## config.mk

```make
export PLATFORM = sky130hd
export DESIGN_NAME = fractional_me_sad_best_select
export DESIGN_NICKNAME = d
export VERILOG_FILES = /design/src/hdl/fmesad_pkg.sv /design/src/hdl/fmesad_ctrl.sv /design/src/hdl/fmesad_dp.sv /design/src/hdl/fractional_me_sad_best_select.sv
export SDC_FILE = /design/constraint.sdc
export NUM_CORES = 1
export LEC_CHECK = 0
export ABC_AREA = 1
export BUFFER_PORTS_ARGS = -buffer_cell sky130_fd_sc_hd__buf_2
export CAP_MARGIN = 20
export CORE_MARGIN = 4
export CORE_UTILIZATION = 36
export DETAILED_ROUTE_END_ITERATION = 6
export GPL_TIMING_DRIVEN = 1
export MAX_ROUTING_LAYER = met4
export PLACE_DENSITY_LB_ADDON = 0.12
export SYNTH_ARGS = -nofsm -noshare
export SYNTH_HDL_FRONTEND = slang
export SYNTH_HIERARCHICAL = 1
export SYNTH_SLANG_ARGS = --single-unit
export TNS_END_PERCENT = 30
```

## constraint.sdc

```tcl
create_clock -name clock -period 5.25 [get_ports clock]
set_input_delay 0.525 -clock clock [delete_from_list [all_inputs] [get_ports clock]]
set_output_delay 0.525 -clock clock [all_outputs]
set_load 0.005 [all_outputs]
```

## src/hdl/fmesad_pkg.sv

```systemverilog
// Package of the fractional motion estimation cost engine: types and constants.
package fmesad_pkg;

   // Field widths of the request and response
   localparam int CMD_BITS       = 2;
   localparam int CAND_BITS      = 6;
   localparam int COST_BITS      = 16;
   localparam int PIXEL_BITS     = 8;
   localparam int SAD_BITS       = 17;

   // Default number of candidate positions
   localparam int NUM_CANDIDATES_DEF = 48;

   // Request command codes
   localparam logic [CMD_BITS-1:0] CMD_LOAD   = 2'd0;
   localparam logic [CMD_BITS-1:0] CMD_ACCUM  = 2'd1;
   localparam logic [CMD_BITS-1:0] CMD_SELECT = 2'd2;

   typedef struct packed {
      logic [CMD_BITS-1:0]   command;
      logic [CAND_BITS-1:0]  candidate;
      logic [COST_BITS-1:0]  cost;
      logic [PIXEL_BITS-1:0] orig_pixel;
      logic [PIXEL_BITS-1:0] cand_pixel;
   } fmesad_req_type;

   typedef struct packed {
      logic [SAD_BITS-1:0]  min_sad;
      logic [CAND_BITS-1:0] best_candidate;
   } fmesad_rsp_type;

   typedef enum logic [1:0] {
      ST_IDLE,
      ST_ACC,
      ST_SCAN,
      ST_EMIT
   } fmesad_state_type;

   // Commands from controller to datapath
   typedef struct packed {
      logic take_load;
      logic take_accum;
      logic take_select;
      logic acc_write;
      logic scan_step;
   } fmesad_cmd_type;

   // Status from datapath to controller
   typedef struct packed {
      logic scan_last;
   } fmesad_stat_type;

endpackage

```

## src/hdl/fmesad_ctrl.sv

```systemverilog
// Controller state machine of the cost engine: request decode and sequencing.
module fmesad_ctrl (
   input  logic                        clock,
   input  logic                        reset,
   input  logic                        start,
   input  logic [fmesad_pkg::CMD_BITS-1:0] command,
   input  fmesad_pkg::fmesad_stat_type stat,
   output logic                        busy,
   output logic                        rsp_valid,
   output fmesad_pkg::fmesad_cmd_type  cmd
);
   import fmesad_pkg::*;

   fmesad_state_type state_ff;
   fmesad_state_type state_in;
   logic             take;

   assign take = start && (state_ff == ST_IDLE);

   // Hold the state
   always_ff @(posedge clock) begin
      if (reset) begin
         state_ff <= ST_IDLE;
      end else begin
         state_ff <= state_in;
      end
   end

   // Advance the state
   always_comb begin
      state_in = state_ff;
      unique case (state_ff)
         ST_IDLE: begin
            if (start) begin
               unique case (command)
                  CMD_ACCUM:  state_in = ST_ACC;
                  CMD_SELECT: state_in = ST_SCAN;
                  default:    state_in = ST_IDLE;
               endcase
            end
         end
         ST_ACC: begin
            state_in = ST_IDLE;
         end
         ST_SCAN: begin
            if (stat.scan_last) begin
               state_in = ST_EMIT;
            end
         end
         ST_EMIT: begin
            state_in = ST_IDLE;
         end
         default: begin
            state_in = ST_IDLE;
         end
      endcase
   end

   // Drive datapath commands and handshake outputs
   always_comb begin
      cmd       = '0;
      busy      = 1'b1;
      rsp_valid = 1'b0;
      unique case (state_ff)
         ST_IDLE: begin
            busy            = 1'b0;
            cmd.take_load   = take && (command == CMD_LOAD);
            cmd.take_accum  = take && (command == CMD_ACCUM);
            cmd.take_select = take && (command == CMD_SELECT);
         end
         ST_ACC: begin
            cmd.acc_write = 1'b1;
         end
         ST_SCAN: begin
            cmd.scan_step = 1'b1;
         end
         ST_EMIT: begin
            rsp_valid = 1'b1;
         end
         default: begin
            busy = 1'b1;
         end
      endcase
   end

endmodule

```

## src/hdl/fmesad_dp.sv

```systemverilog
// Datapath of the cost engine: accumulator store, update adder and minimum scan.
module fmesad_dp #(
   parameter int NUM_CANDIDATES = fmesad_pkg::NUM_CANDIDATES_DEF
) (
   input  logic                        clock,
   input  fmesad_pkg::fmesad_req_type  req_data,
   input  fmesad_pkg::fmesad_cmd_type  cmd,
   output fmesad_pkg::fmesad_stat_type stat,
   output fmesad_pkg::fmesad_rsp_type  rsp_data
);
   import fmesad_pkg::*;

   localparam int ADDR_W = (NUM_CANDIDATES > 1) ? $clog2(NUM_CANDIDATES) : 1;
   localparam int CMP_W  = CAND_BITS + 1;
   localparam int SUM_W  = SAD_BITS + 1;

   logic [SAD_BITS-1:0]   mem [NUM_CANDIDATES];
   logic [SAD_BITS-1:0]   rd_data_ff;
   logic [ADDR_W-1:0]     rd_addr;
   logic                  wr_en;
   logic [ADDR_W-1:0]     wr_addr;
   logic [SAD_BITS-1:0]   wr_data;

   logic [ADDR_W-1:0]     req_addr;
   logic                  cand_ok;
   logic [PIXEL_BITS-1:0] diff;
   logic [PIXEL_BITS-1:0] diff_ff;
   logic [ADDR_W-1:0]     acc_addr_ff;
   logic                  acc_ok_ff;
   logic [SUM_W-1:0]      sum;
   logic [SAD_BITS-1:0]   sum_sat;

   logic [ADDR_W-1:0]     cnt_ff;
   logic                  last;
   logic [SAD_BITS-1:0]   best_ff;
   logic [ADDR_W-1:0]     best_idx_ff;

   assign req_addr = req_data.candidate[ADDR_W-1:0];
   assign cand_ok  = {1'b0, req_data.candidate} < CMP_W'(NUM_CANDIDATES);

   // Absolute pixel difference
   assign diff = (req_data.orig_pixel >= req_data.cand_pixel) ?
                 (req_data.orig_pixel - req_data.cand_pixel) :
                 (req_data.cand_pixel - req_data.orig_pixel);

   // Add the difference to the stored value, clip at all ones
   assign sum     = {1'b0, rd_data_ff} + SUM_W'(diff_ff);
   assign sum_sat = sum[SAD_BITS] ? {SAD_BITS{1'b1}} : sum[SAD_BITS-1:0];

   // Select store write port
   always_comb begin
      if (cmd.take_load) begin
         wr_en   = cand_ok;
         wr_addr = req_addr;
         wr_data = SAD_BITS'(req_data.cost);
      end else begin
         wr_en   = cmd.acc_write && acc_ok_ff;
         wr_addr = acc_addr_ff;
         wr_data = sum_sat;
      end
   end

   // Select store read address
   assign last = (cnt_ff == ADDR_W'(NUM_CANDIDATES - 1));
   always_comb begin
      if (cmd.take_select) begin
         rd_addr = '0;
      end else if (cmd.scan_step) begin
         rd_addr = last ? cnt_ff : cnt_ff + ADDR_W'(1);
      end else begin
         rd_addr = cand_ok ? req_addr : '0;
      end
   end

   // Store with registered read
   always_ff @(posedge clock) begin
      if (wr_en) begin
         mem[wr_addr] <= wr_data;
      end
      rd_data_ff <= mem[rd_addr];
   end

   // Capture the accumulate request
   always_ff @(posedge clock) begin
      if (cmd.take_accum) begin
         diff_ff     <= diff;
         acc_addr_ff <= req_addr;
         acc_ok_ff   <= cand_ok;
      end
   end

   // Walk the store and keep the running minimum, first index on a tie
   always_ff @(posedge clock) begin
      if (cmd.take_select) begin
         cnt_ff <= '0;
      end else if (cmd.scan_step) begin
         cnt_ff <= cnt_ff + ADDR_W'(1);
         if ((cnt_ff == '0) || (rd_data_ff < best_ff)) begin
            best_ff     <= rd_data_ff;
            best_idx_ff <= cnt_ff;
         end
      end
   end

   assign stat.scan_last          = last;
   assign rsp_data.min_sad        = best_ff;
   assign rsp_data.best_candidate = CAND_BITS'(best_idx_ff);

endmodule

```

## src/hdl/fractional_me_sad_best_select.sv

```systemverilog
// Top level of the fractional motion estimation cost engine.
// Keeps one cost accumulator per sub-pixel candidate. A load request writes a
// rate cost into a candidate's accumulator while busy stays low. An
// accumulate request adds |orig_pixel - cand_pixel|: the accumulator store is
// read in the cycle of acceptance and written back in the next. During a
// select request the scan reads one store entry per cycle, and then the result
// is strobed on rsp_valid for one cycle, after which busy drops. The receiver
// must take the result in that cycle. A select issued while some candidate has
// no cost loaded reports an undefined value for that candidate.
module fractional_me_sad_best_select #(
   parameter int NUM_CANDIDATES = fmesad_pkg::NUM_CANDIDATES_DEF
) (
   input  logic                       clock,
   input  logic                       reset,
   input  logic                       start,
   output logic                       busy,
   input  fmesad_pkg::fmesad_req_type req_data,
   output logic                       rsp_valid,
   output fmesad_pkg::fmesad_rsp_type rsp_data
);
   import fmesad_pkg::*;

   fmesad_cmd_type  cmd;
   fmesad_stat_type stat;

   // Sequence the requests
   fmesad_ctrl u_ctrl (
      .clock     (clock),
      .reset     (reset),
      .start     (start),
      .command   (req_data.command),
      .stat      (stat),
      .busy      (busy),
      .rsp_valid (rsp_valid),
      .cmd       (cmd)
   );

   // Store, accumulate and scan
   fmesad_dp #(
      .NUM_CANDIDATES (NUM_CANDIDATES)
   ) u_dp (
      .clock    (clock),
      .req_data (req_data),
      .cmd      (cmd),
      .stat     (stat),
      .rsp_data (rsp_data)
   );

endmodule

```

## Word level (Yosys, flattened, before mapping)

Memories as Yosys holds them, arrays and structs flattened. A register that Yosys moved wholly into a read port is not among the register bits.
Cells that the tools add are included.

| storage, ports and cells | value |
|---|---|
| register bits | 46 |
| bits in latches | 0 |
| bits in writable memories | 816 |
| bits in read-only memories | 0 |
| logic and storage cells | 56 |
| memories | 1 |

| operators by class | value |
|---|---|
| add/sub/neg operators | 4 |
| multiply operators | 0 |
| divide/modulo/power cells | 0 |
| magnitude comparators | 3 |
| eq/ne operators | 8 |
| shift operators | 0 |
| muxes and demuxes | 20 |
| bitwise logic cells | 1 |
| reduce and logical (&&, ||, !) cells | 12 |

Memories:

| name | depth | bits a word | read ports | clocked after Yosys merged registers in | wr ports | RTL line | text |
|---|---|---|---|---|---|---|---|
| u_dp.mem | 48 | 17 | 1 | 1 | 1 | fmesad_dp.sv:17 | `logic [SAD_BITS-1:0] mem [NUM_CANDIDATES];` |

Operator list:

| cell | number |
|---|---|
| $mux W17 | 2 |
| $mux W6 | 5 |
| $add A17 B8 Y18 | 1 |
| $lt A17 B17 Y1 | 1 |
| $sub A8 B8 Y8 | 2 |
| $ge A8 B8 Y1 | 1 |
| $mux W8 | 1 |
| $mux W1 | 7 |
| $add A6 B1 Y6 const B | 1 |
| $eq A2 B2 Y1 const B | 3 |
| $eq A6 B6 Y1 const B | 1 |
| $logic_not A6 Y1 | 1 |
| $lt A6 B6 Y1 const B | 1 |
| $pmux W2 S3 | 1 |
| $logic_and A1 B1 Y1 | 5 |
| $eq A2 B1 Y1 const B | 2 |
| $logic_not A2 Y1 | 2 |
| $mux W2 | 2 |
| $pmux W2 S2 | 1 |
| $mux W3 | 1 |
| $reduce_and A3 Y1 | 1 |
| $ne A2 B1 Y1 const B | 1 |
| $ne A2 B2 Y1 const B | 1 |
| $reduce_and A2 Y1 | 1 |
| other kinds (3) | 3 |

## Logic depth before layout (Yosys ltp)

Gate-level depths: netlist of the first run.

| logic depth | value |
|---|---|
| depth after elaboration | 7 |
| depth in mapped cells | 19 |
| gate-level depth less buffers | 17 |

## Hierarchy

The synthesis of the first run kept the hierarchy.

By module, submodules not included:

| module | times used | cells an instance | area each (um^2) |
|---|---|---|---|
| fmesad_dp | 1 | 3,499 | 39,043.7 |
| fmesad_ctrl | 1 | 27 | 147.6 |

## Worst setup path after synthesis of the first run

OpenSTA, ideal clock, no wires.

| timing | value |
|---|---|
| path kind | register -> register |
| from | register u_dp.diff_ff[2] |
| to | memory u_dp.mem[0][13] (data pin) |
| arrival time | 3,487 ps |
| data required time | 4,672 ps |
| slack | 1,185 ps |
| cell stages (with the launch flop) | 11 |
| path through | edfxtp_1 > ha_1 > a21oi_1 > nand2_1 > nand2_1 > nand3_1 > a21boi_1 > nor2_1 > nand3_1 > o21ai_0 > o21ai_0 |

| on the way | value |
|---|---|
| longest elaborated chain between the ends | 3 |

RTL lines:

| item | RTL line | text |
|---|---|---|
| from (decl) | fmesad_dp.sv:27 | `logic [PIXEL_BITS-1:0] diff_ff;` |
| from (signal assigned) | fmesad_dp.sv:86 | `diff_ff <= diff;` |
| $add A17 B8 Y18 | fmesad_dp.sv:47 | `assign sum = {1'b0, rd_data_ff} + SUM_W'(diff_ff);` |
| $mux W17 | fmesad_dp.sv:48 | `assign sum_sat = sum[SAD_BITS] ? {SAD_BITS{1'b1}} : sum[SAD_BITS-1:0];` |
| $mux W17 | fmesad_dp.sv:52 | `if (cmd.take_load) begin` |
| named net u_dp.wr_data[13] | fmesad_dp.sv:22 | `logic [SAD_BITS-1:0] wr_data;` |
| to (decl) | fmesad_dp.sv:17 |  |

The timed path passes the listed nets, and every way through them passes these cells.

## Worst setup path after layout of the first run

| timing | value |
|---|---|
| from | register u_dp.cnt_ff[0] |
| to | register u_dp.rd_data_ff[10], read port of u_dp.mem |

| on the way | value |
|---|---|
| longest elaborated chain between the ends | 4 |
| elaborated cells between the ends (all ways) | 5 |
| classes of those cells | add/sub (1); eq/ne (1); mux (3) |

RTL lines:

| item | RTL line | text |
|---|---|---|
| from (decl) | fmesad_dp.sv:33 | `logic [ADDR_W-1:0] cnt_ff;` |
| from (signal assigned) | fmesad_dp.sv:97 | `cnt_ff <= cnt_ff + ADDR_W'(1);` |
| $add A6 B1 Y6 or $eq A6 B6 Y1 (tied branches) | fmesad_dp.sv:69, fmesad_dp.sv:64 |  |
| $mux W6 (*) | fmesad_dp.sv:69 | `rd_addr = last ? cnt_ff : cnt_ff + ADDR_W'(1);` |
| $mux W6 (*) | fmesad_dp.sv:68 | `end else if (cmd.scan_step) begin` |
| $mux W6 (*) | fmesad_dp.sv:66 | `if (cmd.take_select) begin` |
| to (decl) | fmesad_dp.sv:18 | `logic [SAD_BITS-1:0] rd_data_ff;` |

Every way passes the cells marked *; elsewhere a longest branch is shown, timed or not.
A chain may end at the register's enable or synchronous reset.

==> results.txt, run 1 <==
status: complete, no violations
Worst Hold Class: in2reg
Crit Path Class: reg2reg
Synth Warn #: 6
Slew @ Worst Pin: 1.083 ns
worst hold path depth: 1
dpl ws: 1.164 ns
Worst R2R Start: u_dp/cnt_ff[0]$_SDFFE_PP0P_
maximum vdd drop: 279.8 uV
Antenna Cells: 0
minimum clock period: 3.884 ns
die area: 0.1142 mm2
vias in the first global route: 24,360
H-tree level count: 3
Die W: 337.9 um
Via density: 5.161
Pleak: 17.18 nW
DR iter-0 viols: 2,101
initial antenna violation count: 1
Clock transition at path regs: 0.06 ns
via count: 26,190
gr ovfl total: 0
Distinct cells, synth: 42
Post-DP HPWL: 66,900 um
DR DRC count: 0
fin util: 41.49%
Synth Register Bits: 879
Pwr Density: 429.7 mW/mm2
cells after synthesis: 3,526
largest net degree at the start of global routing: 164
gr usage total: 21.02%
Setup crit start: u_dp/cnt_ff[0]$_SDFFE_PP0P_
antenna viol nets, final: 0
critical path required time: 5.79 ns
Avg Inst Size Synth: 11.11 um2
worst hold slack: 0.07914 ns
Slew Viols, Final: 0
CTS max path bufs: 3
most frequent cells in the layout: 854 x edfxtp_1, 695 x nand3_1, 528 x nand2_1
share of layout cells above drive strength 1: 10.02%
CTS tree: yes
CP max FO: 66
DR pass1 iterations: 7
hold buffer count at CTS: 1
# clock sinks: 879
MaxCap Viol Count: 0
Max Freq: 257.5 MHz
Worst EP arrival: 4.43 ns
R2R Setup Slk: 1.37 ns
Max transition margin: 27.66%
Num CTS Buffers: 97
initial core utilization: 36.46%
post-CTS sizing: 0
drt wl/cell: 23.20 um
Tcrit/Tclk final: 73.99%
# rows: 120
Layout area overhead: 13.80%
leading cell type in the layout, fill and taps excluded: edfxtp_1
Power Total: 0.01917 W
crit end category: flop
r2r worst-path depth: 14
Top-Level Pins: 68
setup total negative slack: 0 ns
postcts setup bufs: 0
register area share after synthesis: 66.71%
Layout Nets: 3,682
clock latency on the worst-skew pair: 0.66 ns
fill cell count: 10,200
die height: 337.9 um
clk root buf: clkbuf_16
Post-Route WL: 117,700 um
RSZ-0062 raised after global routing: no
input/output buffers: 67
Synth Cell Area: 0.03919 mm2
Final Setup Violations: 0
final worst-path setup slack: 1.366 ns
post-synth net total: 3,613
hold path start: req_data[33]
critical path startpoint category: flop
Hold Vio Cnt, Final: 0
first-pass GRT wire length: 171,400 um
total core area: 0.1075 mm2
clk_skew: 0.02634 ns
RePlAce Congestion: 0.8111
path summary, 6_finish.rpt:
check                                  endpoint
setup / recovery    u_dp/rd_data_ff[10]$_DFF_P_
hold / removal    u_dp/acc_addr_ff[1]$_DFFE_PP_
setup reg to reg    u_dp/rd_data_ff[10]$_DFF_P_
hold reg to reg   u_dp/best_idx_ff[1]$_DFFE_PP_
metrics by stage:
stage,cells,area [um2]
floorplan,3526,39190
global placement,4897,41480
detailed placement,4897,41480
CTS,5074,44590
global route,5075,44600
finish,5075,44600
power breakdown:
part | leakage (nW) | switching, W | internal (W)
Clock | 1.51 | 0.00280 | 0.00392
Sequential | 7.89 | 0.000177 | 0.00874
Combinational | 7.78 | 0.00275 | 0.000779
routing by layer:
| metal | GRT usage (%) | wire length [um] | share of wire (%) |
|---|---|---|---|
| met1 | 29.39 | 54690 | 46 |
| met2 | 31.43 | 52850 | 45 |
| met3 | 3.699 | 7020 | 6.0 |
| met4 | 6.400 | 3182 | 2.7 |
| met5 | - | 0 | 0 |
cell families (layout without fill, tap and decap cells):
| family | Yosys count | in the layout | synth area share [%] |
|---|---|---|---|
| xor gates and xnor gates | 18 | 18 | 0.4023 |
| adders and majority gates | 44 | 44 | 1.462 |
| buffers and inverters | 742 | 888 | 7.949 |
| DFF | 879 | 879 | 66.71 |
| muxes | 2 | 2 | 0.05108 |
| AOI/OAI and AO/OA | 298 | 298 | 4.632 |
| and+or+nand+nor | 1543 | 1543 | 18.79 |
worst max-delay path, cell delays in order (launching register included):
cell,delay (ns)
dfxtp_1,0.46
ha_1,0.28
nand3_2,0.14
o21bai_2,0.19
nand3_4,0.29
nand2_8,0.41
buf_12,0.36
buf_4,0.37
nand2_1,0.09
nand3_1,0.08
nand3_1,0.08
nand3_1,0.19
nand3_1,0.31
nand3_1,0.34
nand2_1,0.07
final cells by class:
| cell class | instances | area, um2 | share of cell area (%) |
|---|---|---|---|
| clock buffers | 126 | 2599 | 5.827 |
| well taps | 1403 | 1755 | 3.936 |
| multi-input cells | 1905 | 10250 | 22.97 |
| flip-flops and latches | 879 | 26150 | 58.62 |
| repair buffers | 176 | 1331 | 2.985 |
| clock inverters | 50 | 503.0 | 1.128 |
| inverters | 536 | 2019 | 4.528 |
cells in the mapped netlist:
cell | number | area (um2)
nor3_1 | 8 | 40.04
nand2_4 | 1 | 11.26
nand3b_1 | 171 | 1284
inv_1 | 527 | 1978
o21a_1 | 1 | 7.510
nand4_1 | 5 | 31.28
dfxtp_1 | 25 | 500.5
o21ai_2 | 1 | 8.760
or2_2 | 1 | 6.260
o21ai_0 | 75 | 375.4
nand3_1 | 695 | 3478
o21ai_1 | 18 | 90.09
buf_2 | 136 | 680.7
o221ai_1 | 4 | 35.03
a211oi_1 | 3 | 22.52
clkbuf_1 | 33 | 123.9
a21oi_1 | 78 | 390.4
o211ai_1 | 106 | 795.8
a21boi_1 | 1 | 7.510
o21bai_2 | 1 | 11.26
nor2_2 | 3 | 18.77
fa_1 | 3 | 60.06
a31oi_1 | 5 | 31.28
inv_2 | 7 | 26.28
o311ai_0 | 1 | 8.760
o22ai_1 | 1 | 6.260
edfxtp_1 | 854 | 25640
o31ai_1 | 1 | 7.510
xor2_1 | 11 | 96.34
buf_6 | 6 | 67.56
clkinv_1 | 1 | 3.750
buf_1 | 1 | 3.750
nor2_1 | 125 | 469.2
nand3_2 | 3 | 30.03
a21oi_2 | 2 | 17.52
ha_1 | 41 | 513.0
xnor2_1 | 7 | 61.31
inv_4 | 1 | 6.260
mux2i_1 | 2 | 20.02
nand2_1 | 530 | 1989
buf_4 | 30 | 225.2
nand2_2 | 1 | 6.260
flip-flops by register name, summed over array words and instances, names as in the netlist:
register and count:
u_ctrl/state_ff 2, u_dp/diff_ff 8, u_dp/mem 816, u_dp/rd_data_ff 17
u_dp/acc_addr_ff 6, u_dp/acc_ok_ff 1, u_dp/best_idx_ff 6, u_dp/cnt_ff 6
u_dp/best_ff 17
Power figures use the tool's default switching activity.
==> inputs of run 2 (changes only) <==
- clock period: 5.25 -> 3.12 ns (I/O delays scaled with it)
==> results.txt, run 2 (synthesis gave the netlist of run 1 again) <==
status: complete, no violations
critical path required time: 3.68 ns
RePlAce Congestion: 0.8590
r2r worst-path depth: 15
final worst-path setup slack: 0.1201 ns
cell repeated most along the worst path: nand3_1
Post-DP HPWL: 73,680 um
largest net degree at the start of global routing: 95
gr usage total: 21.15%
Layout area overhead: 19.38%
Pwr Density: 703.2 mW/mm2
fin util: 43.52%
Top-Level Pins: 68
Hold EP: u_dp/diff_ff[0]$_DFFE_PP_
Power Total: 0.03290 W
Slew @ Worst Pin: 0.6332 ns
Pleak: 18.16 nW
most flop-heavy register: u_dp/mem
Clock transition at path regs: 0.06 ns
Worst Hold Class: in2reg
Max transition margin: 57.25%
total core area: 0.1075 mm2
DR pass1 iterations: 5
Worst R2R Start: u_ctrl/state_ff[1]$_SDFFE_PP0P_
maximum vdd drop: 482.7 uV
most frequent cells in the layout: 854 x edfxtp_1, 683 x nand3_1, 528 x nand2_1
# clock sinks: 879
antenna viol nets, final: 0
first-pass GRT wire length: 173,700 um
MaxCap Viol Count: 0
Max Freq: 333.3 MHz
clock latency on the worst-skew pair: 0.68 ns
Post-DP Area: 0.04338 mm2
Post-Route WL: 118,100 um
Slew Viols, Final: 0
CP max stage cell: dfxtp_1
leading cell type in the layout, fill and taps excluded: edfxtp_1
gr ovfl total: 0
R2R Path End: u_dp/rd_data_ff[15]$_DFF_P_
largest registers: u_dp/mem: 816 flops, u_dp/best_ff: 17 flops, u_dp/rd_data_ff: 17 flops
die height: 337.9 um
clk_skew: 0.03344 ns
die area: 0.1142 mm2
initial core utilization: 36.46%
H-tree level count: 3
critical-path cell list: nor2_2 > nand3_1 > inv_1 > inv_2 > nand2_1 > o21ai_0 > nand2_4 > inv_4 > buf_12 > buf_4 > nand3_1 > nand3_1 > nand3_1 > nand3_2 > nand2_1
Layout Nets: 3,810
via count: 26,780
RSZ-0062 raised after global routing: yes
minimum clock period: 3.000 ns
Die W: 337.9 um
Num CTS Buffers: 98
clk root buf: clkbuf_16
Final Setup Violations: 0
CTS tree: yes
Tcrit/Tclk final: 96.15%
vias in the first global route: 25,520
Crit Path Class: reg2reg
# rows: 120
Hold Vio Cnt, Final: 0
drt wl/cell: 22.67 um
initial antenna violation count: 2
dpl ws: -0.2183 ns
Design Area, Final: 0.04678 mm2
WP buf/inv: 5
DR DRC count: 0
crit end category: flop
worst hold path depth: 3
share of layout cells above drive strength 1: 13.68%
DR iter-0 viols: 2,216
CP top delay family: simple AND/OR/NAND/NOR gates
setup total negative slack: 0 ns
input/output buffers: 67
CTS max path bufs: 3
Worst EP arrival: 3.56 ns
R2R Setup Slk: 0.12 ns
max reg flops: 816
hold path start: req_data[8]
CP max FO: 18
critical path startpoint category: flop
slowest cell delay on critical path: 0.41 ns
Via density: 5.138
==> run 2: changes by cell type in the layout (fill, tap and decap cells not counted), moves of 3 or more <==
cell           before  now
dfxtp_2             0    3
clkinv_2           13   26
nor2_2             19   25
nand3_2             2   13
buf_12             14   95
buf_4              93  121
dfxtp_1            25   22
buf_6               0    7
nand3_1           695  683
dlygate4sd3_1       1   10
nor2_1            107  101
==> run 2: per-stage QoR <==
step                      std cells  hold WS (ns)
after global routing           5211       0.08998
final                          5212        0.1006
after CTS                      5208       0.06570
after global placement         5013        0.4955
after floorplan                3526        0.3811
after detailed placement       5013        0.4950
==> run 2: per-layer routing <==
layer  global-route usage [%]  up-vias  wire [um]
li1                         -    12610          -
met4                    5.634        0       2926
met3                    2.790      160       5814
met5                        -        -          0
met1                    29.53    13310      55040
met2                    32.75      695      54360
==> run 2: worst min-delay path: cells and delay by family <==
family | cells | cell delay [ns]
buffers and inverters | 2 | 0.13
adder cells (fa/ha/maj) | 1 | 0.15
==> run 2: what timing repair did <==
action / 4_1_cts / 5_1_grt
setup buffers: 0 / 2
endpoints found under the setup margin: 68 / 667
resized for setup: 7 / 21
hold buffers: 10 / 0
cloned: 0 / 1
pin swaps: 0 / 3
hold endpoints to repair: 9 / 0
==> run 2: power by group <==
group	internal (W)	switching, W	leakage, nW
Sequential	0.0147	0.000242	7.89
Clock	0.00654	0.00479	1.54
Combinational	0.00188	0.00477	8.73
Total	0.0231	0.00981	18.2
==> run 2: area by class of cell <==
class,count,area [um2]
fill,10010,60720
sequential,879,26150
multi-input combinational,1905,10330
timing repair buffer,303,3405
clock buffer,126,2630
inverter,536,2019
tap,1403,1755
clock inverter,59,493.0
antenna,1,2.502
==> run 2: worst max-delay path by stage <==
stage	startpoint	end	slack (ns)	cells after the start
2_1_floorplan	u_dp/diff_ff[4]$_DFFE_PP_	u_dp/mem[0][10]$_DFFE_PP_	-0.45	12
3_3_place_gp	req_data[39]	u_dp/rd_data_ff[14]$_DFF_P_	-0.16	18
3_5_place_dp	req_data[39]	u_dp/rd_data_ff[14]$_DFF_P_	-0.22	18
4_1_cts	u_ctrl/state_ff[1]$_SDFFE_PP0P_	u_dp/rd_data_ff[14]$_DFF_P_	-0.03	16
5_1_grt	u_ctrl/state_ff[1]$_SDFFE_PP0P_	u_dp/rd_data_ff[14]$_DFF_P_	-0.04	15
6_report	u_ctrl/state_ff[1]$_SDFFE_PP0P_	u_dp/rd_data_ff[15]$_DFF_P_	0.12	15
==> inputs of run 3 (changes only) <==
--- a/config.mk
+++ b/config.mk
@@ -9,4 +9,5 @@
 export BUFFER_PORTS_ARGS = -buffer_cell sky130_fd_sc_hd__buf_2
 export CAP_MARGIN = 20
+export CORE_ASPECT_RATIO = 0.75
 export CORE_MARGIN = 4
 export CORE_UTILIZATION = 36
==> constraint.sdc (replaced) <==
create_clock -name clock -period 3.2 [get_ports clock]
set_input_delay 0.32 -clock clock [delete_from_list [all_inputs] [get_ports clock]]
set_output_delay 0.32 -clock clock [all_outputs]
set_load 0.02 [all_outputs]
==> results.txt, run 3 (synthesis gave the netlist of run 1 again) <==
# rows: 104
Comb power frac: 21.7%
DR iter-0 viols: 2,696
final worst-path setup slack: 0.1424 ns
Worst R2R Start: u_ctrl/state_ff[1]$_SDFFE_PP0P_
crit end category: flop
critical path startpoint category: flop
Pwr Density: 688.0 mW/mm2
clock latency on the worst-skew pair: 0.68 ns
Via density: 5.171
Worst EP arrival: 3.58 ns
input/output buffers: 67
Final Setup Violations: 0
Max transition margin: 56.35%
critical path required time: 3.73 ns
CTS max path bufs: 3
Pleak: 17.86 nW
maximum vdd drop: 514.6 uV
clk root buf: clkbuf_16
r2r worst-path depth: 15
Net Switching: 0.009703 W
dpl ws: -0.004480 ns
CP max FO: 69
Layout Nets: 3,769
H-tree level count: 3
status: complete, no violations
Internal: 0.02216 W
part of the power in registers: 45.5%
gr usage total: 21.56%
RSZ-0062 raised after global routing: yes
initial antenna violation count: 13
Layout area overhead: 18.17%
Top-Level Pins: 68
Clk network pwr share: 32.8%
share of layout cells above drive strength 1: 12.58%
initial core utilization: 36.42%
Num CTS Buffers: 91
via count: 26,850
die height: 293.7 um
total core area: 0.1076 mm2
Tcrit/Tclk final: 95.55%
Slew @ Worst Pin: 0.6478 ns
Hold EP: u_ctrl/state_ff[0]$_SDFFE_PP0P_
R2R Path End: u_dp/rd_data_ff[2]$_DFF_P_
die area: 0.1143 mm2
Clock transition at path regs: 0.06 ns
Slew Viols, Final: 0
Worst Hold Class: in2reg
DR DRC count: 0
CTS tree: yes
Max Freq: 327.1 MHz
hold path start: req_data[39]
gr ovfl total: 0
Post-DP HPWL: 74,000 um
leading cell type in the layout, fill and taps excluded: edfxtp_1
Post-DP Area: 0.04309 mm2
Crit Path Class: reg2reg
Die W: 389.0 um
R2R Setup Slk: 0.14 ns
vias in the first global route: 24,710
Net Sw Frac: 30.45%
worst hold path depth: 4
most flop-heavy register: u_dp/mem
RePlAce Congestion: 0.8632
drt wl/cell: 23.82 um
minimum clock period: 3.058 ns
# clock sinks: 879
Power Total: 0.03187 W
DR pass1 iterations: 7
largest registers: u_dp/mem: 816 flops, u_dp/best_ff: 17 flops, u_dp/rd_data_ff: 17 flops
max reg flops: 816
largest net degree at the start of global routing: 140
worst hold slack: 0.08391 ns
first-pass GRT wire length: 176,200 um
Design Area, Final: 0.04631 mm2
antenna viol nets, final: 0
clk_skew: 0.03416 ns
MaxCap Viol Count: 0
most frequent cells in the layout: 854 x edfxtp_1, 687 x nand3_1, 528 x nand2_1
Hold Vio Cnt, Final: 0
Post-Route WL: 123,700 um
==> run 3: power groups by stage <==
stage	Sequential (W)	Clock, W	Combinational (W)
finish	0.0145	0.0104	0.00692
global route	0.0145	0.0112	0.00744
CTS	0.0145	0.0107	0.00686
detailed placement	0.0147	0	0.00683
global placement	0.0147	0	0.00683
floorplan	0.0148	0	0.00301
==> run 3: worst max-delay path, stage by stage, from the launching register on <==
cell and delay, ns:
dfxtp_1 0.41, nor2_2 0.08, nand3_1 0.11, inv_1 0.07, inv_2 0.10, nand2_1 0.13, o21ai_4 0.31, buf_4 0.21
clkbuf_8 0.51, nand3b_1 0.14, nand3_1 0.13, nand3_1 0.09, nand3_1 0.19, nand3_1 0.10, nand3_1 0.11, nand2_1 0.16
==> run 3: final cells by class <==
type	instances	area [um2]
clock buffers	125	2467
diodes	3	7.507
repair buffers	269	3143
multi-input cells	1905	10340
fillers	10120	61300
inverters	536	2019
flip-flops and latches	879	26150
well taps	1431	1790
clock inverters	45	401.6
==> run 3: stage by stage <==
stage                      TNS [ns]  std cells  utilization (%)
after floorplan             -240.14       3526                -
after global placement     -0.03412       4999            40.04
after detailed placement  -0.004480       4999            40.04
after CTS                         0       5178            42.79
after global routing       -0.05284       5192            43.03
final                             0       5193            43.04
==> run 3: routing by layer <==
metal  global-route usage, %  routed length, um
met5                       -                  0
met1                   32.95              61230
met2                   30.57              52310
met4                   3.944               2064
met3                   3.281               8083
==> run 3: worst max-delay path by stage <==
| stage | end | slack, ns | startpoint |
|---|---|---|---|
| floorplan | u_dp/mem[0][10]$_DFFE_PP_ | -0.37 | u_dp/diff_ff[4]$_DFFE_PP_ |
| global placement | u_dp/rd_data_ff[12]$_DFF_P_ | -0.03 | u_dp/cnt_ff[1]$_SDFFE_PP0P_ |
| detailed placement | u_dp/rd_data_ff[12]$_DFF_P_ | -0.004 | u_dp/cnt_ff[1]$_SDFFE_PP0P_ |
| CTS | u_dp/rd_data_ff[12]$_DFF_P_ | 0.0006 | u_dp/cnt_ff[1]$_SDFFE_PP0P_ |
| global route | u_dp/rd_data_ff[2]$_DFF_P_ | -0.01 | u_ctrl/state_ff[1]$_SDFFE_PP0P_ |
| finish | u_dp/rd_data_ff[2]$_DFF_P_ | 0.14 | u_ctrl/state_ff[1]$_SDFFE_PP0P_ |
==> run 3: timing repair <==
item / in CTS / in global routing
gates resized for setup: 1 / 19
hold buffers: 9 / 0
cloned: 0 / 5
hold endpoints to repair: 8 / 0
buffers inserted: 0 / 7
setup endpoints to repair: 1 / 359
pin swaps: 0 / 1
